### config.mk
export PLATFORM = sky130hd
export DESIGN_NAME = spiral_order_reader_top
export DESIGN_NICKNAME = d
export VERILOG_FILES = /design/src/hw/rtl/sor_pkg.sv /design/src/hw/rtl/sor_datapath.sv /design/src/hw/rtl/sor_ctrl.sv /design/src/hw/rtl/spiral_order_reader_top.sv
export SDC_FILE = /design/constraint.sdc
export NUM_CORES = 2
export LEC_CHECK = 0
export ABC_CLOCK_PERIOD_IN_PS = 14760
export BUFFER_PORTS_ARGS = -buffer_cell sky130_fd_sc_hd__clkbuf_2
export CELL_PAD_IN_SITES_DETAIL_PLACEMENT = 1
export CELL_PAD_IN_SITES_GLOBAL_PLACEMENT = 2
export CORE_AREA = 5 5 447 449
export CTS_CLUSTER_DIAMETER = 40
export CTS_CLUSTER_SIZE = 25
export DETAILED_ROUTE_END_ITERATION = 8
export DIE_AREA = 0 0 452 454
export PLACE_DENSITY_LB_ADDON = 0.1
export SYNTH_ARGS = -nofsm -noshare
export SYNTH_HDL_FRONTEND = slang
export SYNTH_HIERARCHICAL = 1
export SYNTH_SLANG_ARGS = --single-unit
### constraint.sdc
create_clock -name clk -period 14.76 [get_ports clk]
set_input_delay 0 -clock clk [delete_from_list [all_inputs] [get_ports clk]]
set_output_delay 0 -clock clk [all_outputs]
set_load 0.02 [all_outputs]
### src/hw/rtl/sor_pkg.sv
// Package with the shared types and constants of the spiral order reader.
package sor_pkg;

  localparam int DATA_W     = 32;
  localparam int CFG_DATA_W = 4;
  localparam int CFG_IDX_W  = 1;

  localparam logic [CFG_IDX_W-1:0] REG_ROW_COUNT    = 1'b0;
  localparam logic [CFG_IDX_W-1:0] REG_COLUMN_COUNT = 1'b1;

  // Commands from the controller to the datapath.
  typedef struct packed {
    logic load;       // store the accepted element and advance the load count
    logic init_walk;  // set up the bounds for a new spiral
    logic step;       // read one element and move one place along the spiral
  } dp_cmd_t;

  // Status from the datapath to the controller.
  typedef struct packed {
    logic load_done;  // the element now on the input completes the matrix
    logic walk_last;  // the current step reads the final element
  } dp_status_t;

  // A count of zero is used as one, a count above the maximum as the maximum.
  function automatic logic [CFG_DATA_W-1:0] clamp_count(input logic [CFG_DATA_W-1:0] v,
                                                        input logic [CFG_DATA_W-1:0] maxv);
    logic [CFG_DATA_W-1:0] res;
    res = v;
    if (v == '0) begin
      res = CFG_DATA_W'(1);
    end else if (v > maxv) begin
      res = maxv;
    end
    return res;
  endfunction

endpackage

### src/hw/rtl/sor_datapath.sv
// Datapath: configuration registers, element store and spiral address walker.
module sor_datapath #(
  parameter int MAX_ROWS = 8,
  parameter int MAX_COLS = 8
) (
  input  logic                              clk,
  input  logic                              rst_n,
  input  sor_pkg::dp_cmd_t                  cmd,
  output sor_pkg::dp_status_t               status,
  input  logic signed [sor_pkg::DATA_W-1:0] in_element_value,
  input  logic                              cfg_valid,
  input  logic [sor_pkg::CFG_IDX_W-1:0]     cfg_index,
  input  logic [sor_pkg::CFG_DATA_W-1:0]    cfg_data,
  output logic                              out_valid,
  output logic signed [sor_pkg::DATA_W-1:0] out_value,
  output logic                              out_last_of_run
);
  import sor_pkg::*;

  localparam int DEPTH = MAX_ROWS * MAX_COLS;
  localparam int AW    = (DEPTH > 1) ? $clog2(DEPTH) : 1;
  localparam int LCW   = $clog2(DEPTH + 1);
  localparam int RW    = $clog2(MAX_ROWS + 1);
  localparam int CW    = $clog2(MAX_COLS + 1);

  localparam logic [1:0] DIR_RIGHT = 2'd0;
  localparam logic [1:0] DIR_DOWN  = 2'd1;
  localparam logic [1:0] DIR_LEFT  = 2'd2;
  localparam logic [1:0] DIR_UP    = 2'd3;

  logic [CFG_DATA_W-1:0] row_count_r, row_count_nxt;
  logic [CFG_DATA_W-1:0] column_count_r, column_count_nxt;
  logic [LCW-1:0]        load_count_r, load_count_nxt;

  logic [RW-1:0]  rows_eff;
  logic [CW-1:0]  cols_eff;
  logic [LCW-1:0] total_eff;
  logic [LCW-1:0] load_count_inc;

  logic [CW-1:0]  cols_r, cols_nxt;
  logic [LCW-1:0] total_r, total_nxt;
  logic [LCW-1:0] emit_cnt_r, emit_cnt_nxt;
  logic [1:0]     dir_r, dir_nxt;
  logic [RW-1:0]  r_r, r_nxt, top_r, top_nxt, bot_r, bot_nxt;
  logic [CW-1:0]  c_r, c_nxt, lft_r, lft_nxt, rgt_r, rgt_nxt;

  logic [AW-1:0]     rd_addr;
  logic [DATA_W-1:0] store_mem [DEPTH];
  logic [DATA_W-1:0] rd_data_r;
  logic              out_valid_r, out_valid_nxt;
  logic              out_last_r, out_last_nxt;

  assign rows_eff       = RW'(clamp_count(row_count_r, CFG_DATA_W'(MAX_ROWS)));
  assign cols_eff       = CW'(clamp_count(column_count_r, CFG_DATA_W'(MAX_COLS)));
  assign total_eff      = LCW'(rows_eff) * LCW'(cols_eff);
  assign load_count_inc = load_count_r + LCW'(1);

  assign status.load_done = (load_count_inc >= total_eff);
  assign status.walk_last = (emit_cnt_r == total_r - LCW'(1));

  // Row-major address of the current spiral position.
  assign rd_addr = AW'(LCW'(r_r) * LCW'(cols_r) + LCW'(c_r));

  always_comb begin
    row_count_nxt    = row_count_r;
    column_count_nxt = column_count_r;
    if (cfg_valid) begin
      unique case (cfg_index)
        REG_ROW_COUNT:    row_count_nxt    = cfg_data;
        REG_COLUMN_COUNT: column_count_nxt = cfg_data;
        default:          ;
      endcase
    end

    load_count_nxt = load_count_r;
    if (cmd.load) begin
      load_count_nxt = status.load_done ? '0 : load_count_inc;
    end

    cols_nxt     = cols_r;
    total_nxt    = total_r;
    emit_cnt_nxt = emit_cnt_r;
    dir_nxt      = dir_r;
    r_nxt        = r_r;
    c_nxt        = c_r;
    top_nxt      = top_r;
    bot_nxt      = bot_r;
    lft_nxt      = lft_r;
    rgt_nxt      = rgt_r;

    if (cmd.init_walk) begin
      cols_nxt     = cols_eff;
      total_nxt    = total_eff;
      emit_cnt_nxt = '0;
      dir_nxt      = DIR_RIGHT;
      r_nxt        = '0;
      c_nxt        = '0;
      top_nxt      = '0;
      bot_nxt      = rows_eff - RW'(1);
      lft_nxt      = '0;
      rgt_nxt      = cols_eff - CW'(1);
    end else if (cmd.step) begin
      emit_cnt_nxt = emit_cnt_r + LCW'(1);
      // At the end of a side the bound just passed moves inward and the walk turns.
      unique case (dir_r)
        DIR_RIGHT: begin
          if (c_r == rgt_r) begin
            top_nxt = top_r + RW'(1);
            r_nxt   = r_r + RW'(1);
            dir_nxt = DIR_DOWN;
          end else begin
            c_nxt = c_r + CW'(1);
          end
        end
        DIR_DOWN: begin
          if (r_r == bot_r) begin
            rgt_nxt = rgt_r - CW'(1);
            c_nxt   = c_r - CW'(1);
            dir_nxt = DIR_LEFT;
          end else begin
            r_nxt = r_r + RW'(1);
          end
        end
        DIR_LEFT: begin
          if (c_r == lft_r) begin
            bot_nxt = bot_r - RW'(1);
            r_nxt   = r_r - RW'(1);
            dir_nxt = DIR_UP;
          end else begin
            c_nxt = c_r - CW'(1);
          end
        end
        DIR_UP: begin
          if (r_r == top_r) begin
            lft_nxt = lft_r + CW'(1);
            c_nxt   = c_r + CW'(1);
            dir_nxt = DIR_RIGHT;
          end else begin
            r_nxt = r_r - RW'(1);
          end
        end
        default: ;
      endcase
    end

    out_valid_nxt = cmd.step;
    out_last_nxt  = cmd.step & status.walk_last;
  end

  always_ff @(posedge clk) begin
    if (!rst_n) begin
      row_count_r    <= CFG_DATA_W'(MAX_ROWS);
      column_count_r <= CFG_DATA_W'(MAX_COLS);
      load_count_r   <= '0;
      out_valid_r    <= 1'b0;
      out_last_r     <= 1'b0;
      emit_cnt_r     <= '0;
      dir_r          <= DIR_RIGHT;
    end else begin
      row_count_r    <= row_count_nxt;
      column_count_r <= column_count_nxt;
      load_count_r   <= load_count_nxt;
      out_valid_r    <= out_valid_nxt;
      out_last_r     <= out_last_nxt;
      emit_cnt_r     <= emit_cnt_nxt;
      dir_r          <= dir_nxt;
    end
  end

  always_ff @(posedge clk) begin
    cols_r  <= cols_nxt;
    total_r <= total_nxt;
    r_r     <= r_nxt;
    c_r     <= c_nxt;
    top_r   <= top_nxt;
    bot_r   <= bot_nxt;
    lft_r   <= lft_nxt;
    rgt_r   <= rgt_nxt;
  end

  always_ff @(posedge clk) begin
    if (cmd.load) begin
      store_mem[load_count_r[AW-1:0]] <= in_element_value;
    end
  end

  always_ff @(posedge clk) begin
    rd_data_r <= store_mem[rd_addr];
  end

  assign out_valid       = out_valid_r;
  assign out_value       = rd_data_r;
  assign out_last_of_run = out_last_r;

endmodule

### src/hw/rtl/sor_ctrl.sv
// Controller: accepts elements and sequences the spiral read-out.
module sor_ctrl (
  input  logic                clk,
  input  logic                rst_n,
  input  logic                start,
  output logic                busy,
  output sor_pkg::dp_cmd_t    cmd,
  input  sor_pkg::dp_status_t status
);
  import sor_pkg::*;

  localparam logic ST_IDLE = 1'b0;
  localparam logic ST_WALK = 1'b1;

  logic state_r, state_nxt;
  logic accept;

  assign busy   = (state_r == ST_WALK);
  assign accept = start & ~busy;

  always_comb begin
    state_nxt     = state_r;
    cmd.load      = accept;
    cmd.init_walk = accept & status.load_done;
    cmd.step      = 1'b0;
    unique case (state_r)
      ST_IDLE: begin
        if (accept && status.load_done) begin
          state_nxt = ST_WALK;
        end
      end
      ST_WALK: begin
        cmd.step = 1'b1;
        if (status.walk_last) begin
          state_nxt = ST_IDLE;
        end
      end
      default: state_nxt = ST_IDLE;
    endcase
  end

  always_ff @(posedge clk) begin
    if (!rst_n) begin
      state_r <= ST_IDLE;
    end else begin
      state_r <= state_nxt;
    end
  end

endmodule

### src/hw/rtl/spiral_order_reader_top.sv
// Spiral order reader: loads a matrix row-major and reads it back in clockwise spiral order.
//
// Input: an element transaction is taken at a rising edge with start high and busy low.
// Elements arrive in row-major order and are stored as they are taken.
// The rows*cols-th element starts the read-out: busy stays high while
// the address walker steps once per cycle through the element store, one read a cycle.
// Each result is shown for one cycle with out_valid high, in the cycle after its read,
// since out_value and out_valid are registered; the last result carries out_last_of_run.
// The receiver cannot stall; results must be taken as they come.
// Configuration: cfg_index 0 is the row count, 1 the column count; cfg_ready is always
// high. A count of zero acts as one and a count above the maximum as the maximum.
// Counts are read per element, so change them only between matrices.
// Reset (synchronous, rst_n low) sets both counts to their maximum and the load count
// to zero. The element store is not cleared; only elements of the current load are read.
module spiral_order_reader_top #(
  parameter int MAX_ROWS = 8,
  parameter int MAX_COLS = 8
) (
  input  logic                              clk,
  input  logic                              rst_n,
  input  logic                              start,
  output logic                              busy,
  input  logic signed [sor_pkg::DATA_W-1:0] in_element_value,
  output logic                              out_valid,
  output logic signed [sor_pkg::DATA_W-1:0] out_value,
  output logic                              out_last_of_run,
  input  logic                              cfg_valid,
  output logic                              cfg_ready,
  input  logic [sor_pkg::CFG_IDX_W-1:0]     cfg_index,
  input  logic [sor_pkg::CFG_DATA_W-1:0]    cfg_data
);
  import sor_pkg::*;

  dp_cmd_t    cmd;
  dp_status_t status;

  assign cfg_ready = 1'b1;

  sor_ctrl u_ctrl (
    .clk    (clk),
    .rst_n  (rst_n),
    .start  (start),
    .busy   (busy),
    .cmd    (cmd),
    .status (status)
  );

  sor_datapath #(
    .MAX_ROWS (MAX_ROWS),
    .MAX_COLS (MAX_COLS)
  ) u_datapath (
    .clk              (clk),
    .rst_n            (rst_n),
    .cmd              (cmd),
    .status           (status),
    .in_element_value (in_element_value),
    .cfg_valid        (cfg_valid & cfg_ready),
    .cfg_index        (cfg_index),
    .cfg_data         (cfg_data),
    .out_valid        (out_valid),
    .out_value        (out_value),
    .out_last_of_run  (out_last_of_run)
  );

endmodule

==> After elaboration in Yosys (flattened, before gate mapping) <==
Memory sizes are Yosys's and may differ from the RTL's. A register that Yosys moved wholly into a read port is not among the register bits.
Cells that the tools add are included.
{ "word_totals": {"register_bits": 62, "mem_bits_rw": 2048, "inputBits": 41, "n_memories": 1} }
{ "op_classes": {"add_sub_neg": 14, "mul": 2, "n_lt_le_gt_ge": 3, "n_eq_ne": 16, "n_mux": 34, "bitwise": 6, "reduce_logical": 19} }
{ "mem_list": {"columns": ["name", "depth", "width", "rd", "rd_ports_with_merged_regs", "write_ports", "line_no", "rtl"], "rows": [
  ["u_datapath.store_mem", 64, 32, 1, 1, 1, "sor_datapath.sv:48", "logic [DATA_W-1:0] store_mem [DEPTH];"]
]} }
{ "op_table": {"columns": ["cell", "count"], "rows": [
  ["$mux W4", 20],
  ["$pmux W4 S4", 2],
  ["$sub A4 B1 Y4 const B", 6],
  ["$add A4 B1 Y4 const B", 4],
  ["$eq A4 B4 Y1", 4],
  ["$reduce_and A5 Y1", 3],
  ["$add A7 B1 Y7 const B", 2],
  ["$reduce_and A3 Y1", 4],
  ["$reduce_bool A2 Y1", 5],
  ["$gt A4 B4 Y1 const B", 2],
  ["$logic_not A4 Y1", 2],
  ["$mux W2", 4],
  ["$ne A2 B1 Y1 const B", 4],
  ["$ne A2 B2 Y1 const B", 4],
  ["$pmux W2 S4", 1],
  ["$eq A7 B7 Y1", 1],
  ["$ge A7 B7 Y1", 1],
  ["$mul A4 B4 Y7", 1],
  ["$mux W7", 1],
  ["$sub A7 B1 Y7 const B", 1],
  ["$add A6 B4 Y6", 1],
  ["$mul A4 B4 Y6", 1],
  ["$mux W1", 5],
  ["$eq A2 B2 Y1 const B", 2],
  ["other kinds (8)", 13]
]} }

==> Longest topological paths before layout <==
{ "logic_depth": {"word_depth": 8, "ltp_mapped": 20, "ltp_nobuf": 19} }

==> Hierarchy <==
Netlist, hierarchy kept.
{ "by_module_without_submodules": {"columns": ["module", "n_inst", "cells_each", "area_per_inst_um2", "seq_area_each_um2"], "rows": [
  ["sor_datapath", 1, 3763, 83206.1, 63551.0],
  ["sor_ctrl", 1, 7, 67.6, 20.0],
  ["spiral_order_reader_top", 1, 2, 11.3, 0.0]
]} }

==> Least setup slack after synthesis <==
Ideal clock, no wire load.
{ "synth_timing": {"kind": "reg-to-reg", "startpoint": "register u_datapath.column_count_r[3]", "endpoint": "register u_datapath.bot_r[3], data pin", "setup_time_ns": 0.263, "arrival_ns": 4.800, "path_slack_ns": 9.697, "stages_incl_launch_ff": 20, "n_path_buf": 3, "synth_period_minus_slack_ns": 5.063, "cell_sequence": "dfxtp_1 > clkbuf_1 > nand2b_1 > inv_1 > nand2_1 > fa_1 > inv_1 > fa_1 > fa_1 > a21o_1 > a21oi_1 > xnor2_1 > ha_1 > nand3_1 > o21ai_0 > and2_1 > clkbuf_1 > clkbuf_1 > mux2i_1 > xor2_1"} }
{ "synth_lines": {"columns": ["element", "line_no", "rtl"], "rows": [
  ["start: declaration", "sor_datapath.sv:32", "logic [CFG_DATA_W-1:0] column_count_r, column_count_nxt;"],
  ["start signal: assignment", "sor_datapath.sv:153", "column_count_r <= CFG_DATA_W'(MAX_COLS);"],
  ["start signal: assignment", "sor_datapath.sv:161", "column_count_r <= column_count_nxt;"],
  ["end signal: assignment", "sor_datapath.sv:176", "bot_r <= bot_nxt;"],
  ["end: declaration", "sor_datapath.sv:44", "logic [RW-1:0] r_r, r_nxt, top_r, top_nxt, bot_r, bot_nxt;"]
]} }

==> Final worst setup path <==
{ "layout_timing": {"startpoint": "register u_datapath.r_r[0]", "endpoint": "register u_datapath.rd_data_r[8], in the netlist u_datapath/out_value[8], read port of u_datapath.store_mem"} }
{ "layout_via": {"elab_chain_len": 2} }
{ "layout_rtl": {"columns": ["element", "line_no", "rtl"], "rows": [
  ["start: declaration", "sor_datapath.sv:44", null],
  ["start signal: assignment", "sor_datapath.sv:173", "r_r <= r_nxt;"],
  ["$mul A4 B4 Y6", "sor_datapath.sv:62", "assign rd_addr = AW'(LCW'(r_r) * LCW'(cols_r) + LCW'(c_r));"],
  ["$add A6 B4 Y6", "sor_datapath.sv:62", null],
  ["end: declaration", "sor_datapath.sv:49", "logic [DATA_W-1:0] rd_data_r;"]
]} }
No other way between the ends.
A chain may end at the register's enable or synchronous reset.

==> reports/results.ini <==
[timing]
timing.final.crit_period_ps=6653
slew-limit-headroom_pct=29.01
final-max-slew-violation-count=0
achievable-frequency_ghz=0.1503
setup-violations-final=0
grt_setup_unrepaired=no
hold_viol=0
finalCritPeriodShare_pct=45.07
finalClockSkew_ps=68.47
fin_tns_setup_ps=0
transition_time_of_the_tightest_slew_check_pin_ps=1062

[placed_design]
detailedPlacementHpwl_um=119800
numPortBuffers=75
placed_area_um2=87590
place.gp.congestion=0.7359
place.detailed.instances=6343

[pwr]
internal_cell_power_mw=15.28
p_leak_nw=32.05
power.net_switching_mw=7.489
pwr-share-seq_pct=30.2
combinationalPowerShare_pct=35.7
vdd_ir_drop_max_v=0.0002416
power_per_cell_area_nw_per_um2=229.4
netSwitchingFraction_pct=32.89
power.share.clock_pct=34.1

[worst_setup_path]
cp-endpoint=u_datapath/out_value[8]$_DFF_P_
worstReg2RegStart=u_datapath/r_r[0]$_SDFFE_PP0P_
crit_path_start_kind=flop
regToRegSetupSlack_ps=8110
critical_path_arrival_ps=7450
worst_setup_path_type=flop to flop
cp-startpoint=u_datapath/r_r[0]$_SDFFE_PP0P_
r2r_cells=12
cp_data_required_time_ps=15560
crit_fanout=57
r2r_end=u_datapath/out_value[8]$_DFF_P_
worst_setup_path_end_kind=flop

[clock_tree]
clk-insertion-delay-late_ps=940
holdBufCountCts=56
clk_transition_reported_paths_ps=50
numCtsBuffers=334
cts_setup_buffers=0
root_buffer=sky130_fd_sc_hd__clkbuf_16
max-clock-path-buffers=4
clock-sinks=2142
cts_htree_levels=5
tritoncts=yes
post_cts.resized_instances=0

[layout]
final_net_count=4275
drive_above_1_share_pct=32.33
design_area_um2=99230
syn_to_final_growth_pct=19.14
instances_no_fill=6992

[drt]
detailedRoute.firstPassIterationCount=5
drc_errors=0
drt.antenna.violating_nets=0
drt_iter0_markers=3834
wl_um=229400
vias=40140
via_per_inst=5.740
route.detailed.wl_per_inst_um=32.81

[die]
start_util_pct=42.54
die-height_um=454
fp.coreArea_um2=195800
top_level_ports=77
floorplan.die_area_um2=205200
die_w_um=452
rows=163

[logic_synthesis]
async_flop_share_pct=0
dominantRegCellSynth=sky130_fd_sc_hd__edfxtp_1
synth-seq-area-share_pct=76.33
synthesis.instances=3772
avgSynthCellArea_um2=22.08
postSynthRegisterBits=2142
synth_top_area_cell=sky130_fd_sc_hd__edfxtp_1
top_area_cell_type_share_of_the_netlist_area_pct=74.53
synth_enable_flop_cells=2067
ys_top_cells_by_area=sky130_fd_sc_hd__edfxtp_1 (75%), sky130_fd_sc_hd__mux4_2 (15%), sky130_fd_sc_hd__dfxtp_1 (1.8%)
netlist_area_um2=83280
synthDistinctLibCells=57
yosys_warnings=6
nets_in_the_synthesized_netlist=3869

[run_status]
status=completed

[grt]
grt_max_degree=108
grt_pass1_vias=42970
grt_first_pass_wirelength_um=325700
grt_antenna_before_repair=8
grt_overflow=0
grt_util_all_layers_pct=22.45

[run]
maxCapViolations=0

[hold_path]
holdCritPathClass=primary input to flop
holdCritStartpoint=rst_n

cell type report:
| class | count | area (um^2) |
|---|---|---|
| repair buffers | 271 | 2049 |
| fillers | 17030 | 96560 |
| multi-input cells | 1393 | 19190 |
| clock buffers | 366 | 8632 |
| clock inverters | 225 | 2444 |
| flip-flops and latches | 2142 | 63570 |
| inverters | 36 | 135.1 |
| well taps | 2557 | 3199 |
| diodes | 2 | 5.005 |
worst min-delay path by stage:
stage               slack [ps]                                       to  cells after the start
CTS                        150  u_datapath/load_count_r[2]$_SDFFE_PN0P_                      3
finish                     200  u_datapath/load_count_r[2]$_SDFFE_PN0P_                      3
detailed placement         250   u_datapath/row_count_r[3]$_SDFFE_PN1P_                      3
global route               230  u_datapath/load_count_r[5]$_SDFFE_PN0P_                      3
floorplan                  100     u_datapath/store_mem[0][0]$_DFFE_PP_                      0
global placement           240   u_datapath/row_count_r[3]$_SDFFE_PN1P_                      3
worst max-delay path, stage by stage (launching register included):
cell                      delay [ps]
sky130_fd_sc_hd__dfxtp_1         580
sky130_fd_sc_hd__and2_1          200
sky130_fd_sc_hd__ha_1            230
sky130_fd_sc_hd__ha_1            270
sky130_fd_sc_hd__inv_1            40
sky130_fd_sc_hd__fa_1            490
sky130_fd_sc_hd__fa_4           1160
sky130_fd_sc_hd__buf_4           630
sky130_fd_sc_hd__buf_4           820
sky130_fd_sc_hd__buf_4           730
sky130_fd_sc_hd__mux4_2          400
sky130_fd_sc_hd__mux4_2          500
sky130_fd_sc_hd__a221o_1         360
routing by layer:
| layer | global-route usage [%] | part of all wire (%) |
|---|---|---|
| met1 | 30.97 | 43 |
| met3 | 4.444 | 5.9 |
| met5 | 0 | 0 |
| met4 | 5.966 | 2.3 |
| met2 | 36.91 | 49 |
logic make-up (layout without fill, tap and decap cells):
family / after synthesis / after routing / share of synthesized area [%]
and+or+nand+nor: 376 / 376 / 2.154
adders and majority gates: 56 / 56 / 0.9495
other: 1 / 3 / 0.004503
muxes: 707 / 707 / 16.98
xor gates and xnor gates: 62 / 62 / 0.6685
DFF: 2142 / 2142 / 76.33
AOI/OAI and AO/OA: 191 / 191 / 1.602
buffers and inverters: 237 / 898 / 1.312
power groups by stage:
stage / Clock (mW) / Sequential [mW] / Combinational (mW)
finish: 7.77 / 6.88 / 8.12
detailed placement: 0 / 7.00 / 8.32
CTS: 7.92 / 6.88 / 8.35
global route: 8.24 / 6.88 / 8.64
floorplan: 0 / 6.98 / 5.65
global placement: 0 / 7.01 / 8.29
cell usage in the layout (no fill, tap or decap), types with 46 or more instances in the layout:
cell / n
sky130_fd_sc_hd__buf_4: 135
sky130_fd_sc_hd__edfxtp_1: 2067
sky130_fd_sc_hd__clkbuf_16: 337
sky130_fd_sc_hd__nand3_1: 66
sky130_fd_sc_hd__clkbuf_2: 75
sky130_fd_sc_hd__nand2_1: 72
sky130_fd_sc_hd__inv_6: 51
sky130_fd_sc_hd__mux2i_1: 118
sky130_fd_sc_hd__dfxtp_1: 75
sky130_fd_sc_hd__nor2_1: 65
sky130_fd_sc_hd__dlygate4sd3_1: 56
sky130_fd_sc_hd__clkinvlp_4: 46
sky130_fd_sc_hd__mux4_2: 562
sky130_fd_sc_hd__a21oi_1: 64
sky130_fd_sc_hd__nor2_4: 66
per-stage QoR:
stage / power (mW) / hold WS, ps / utilization, % / setup slack [ps]
6_report: 22.77 / 199.3 / 50.68 / 8107
5_1_grt: 23.77 / 225.3 / 50.68 / 7815
4_1_cts: 23.16 / 154.3 / 50.68 / 7966
3_5_place_dp: 15.33 / 246.4 / 44.74 / 7966
3_3_place_gp: 15.30 / 242.7 / 44.74 / 8019
2_1_floorplan: 12.64 / 98.87 / - / 9697
synthesized netlist by cell type, types with 39 or more instances:
cell                       instances
sky130_fd_sc_hd__nor2b_1          39
sky130_fd_sc_hd__dfxtp_1          75
sky130_fd_sc_hd__ha_1             44
sky130_fd_sc_hd__nor2_1          131
sky130_fd_sc_hd__mux4_2          562
sky130_fd_sc_hd__nand3_1          66
sky130_fd_sc_hd__clkbuf_1         94
sky130_fd_sc_hd__xor2_1           45
sky130_fd_sc_hd__a21oi_1          64
sky130_fd_sc_hd__edfxtp_1       2067
sky130_fd_sc_hd__mux2i_1         118
sky130_fd_sc_hd__buf_2            71
sky130_fd_sc_hd__nand2_1          72
sequential cells by signal, summed over array words and instances, names as in the netlist:
signal / flops
u_ctrl/busy: 1
u_datapath/bot_r: 4
u_datapath/c_r: 4
u_datapath/cols_r: 4
u_datapath/column_count_r: 4
u_datapath/dir_r: 2
u_datapath/emit_cnt_r: 7
u_datapath/lft_r: 4
u_datapath/load_count_r: 7
u_datapath/out_last_of_run: 1
u_datapath/out_valid: 1
u_datapath/out_value: 32
u_datapath/r_r: 4
u_datapath/rgt_r: 4
u_datapath/row_count_r: 4
u_datapath/store_mem: 2048
u_datapath/top_r: 4
u_datapath/total_r: 7
No activity file was read; power rests on OpenSTA's default activity.
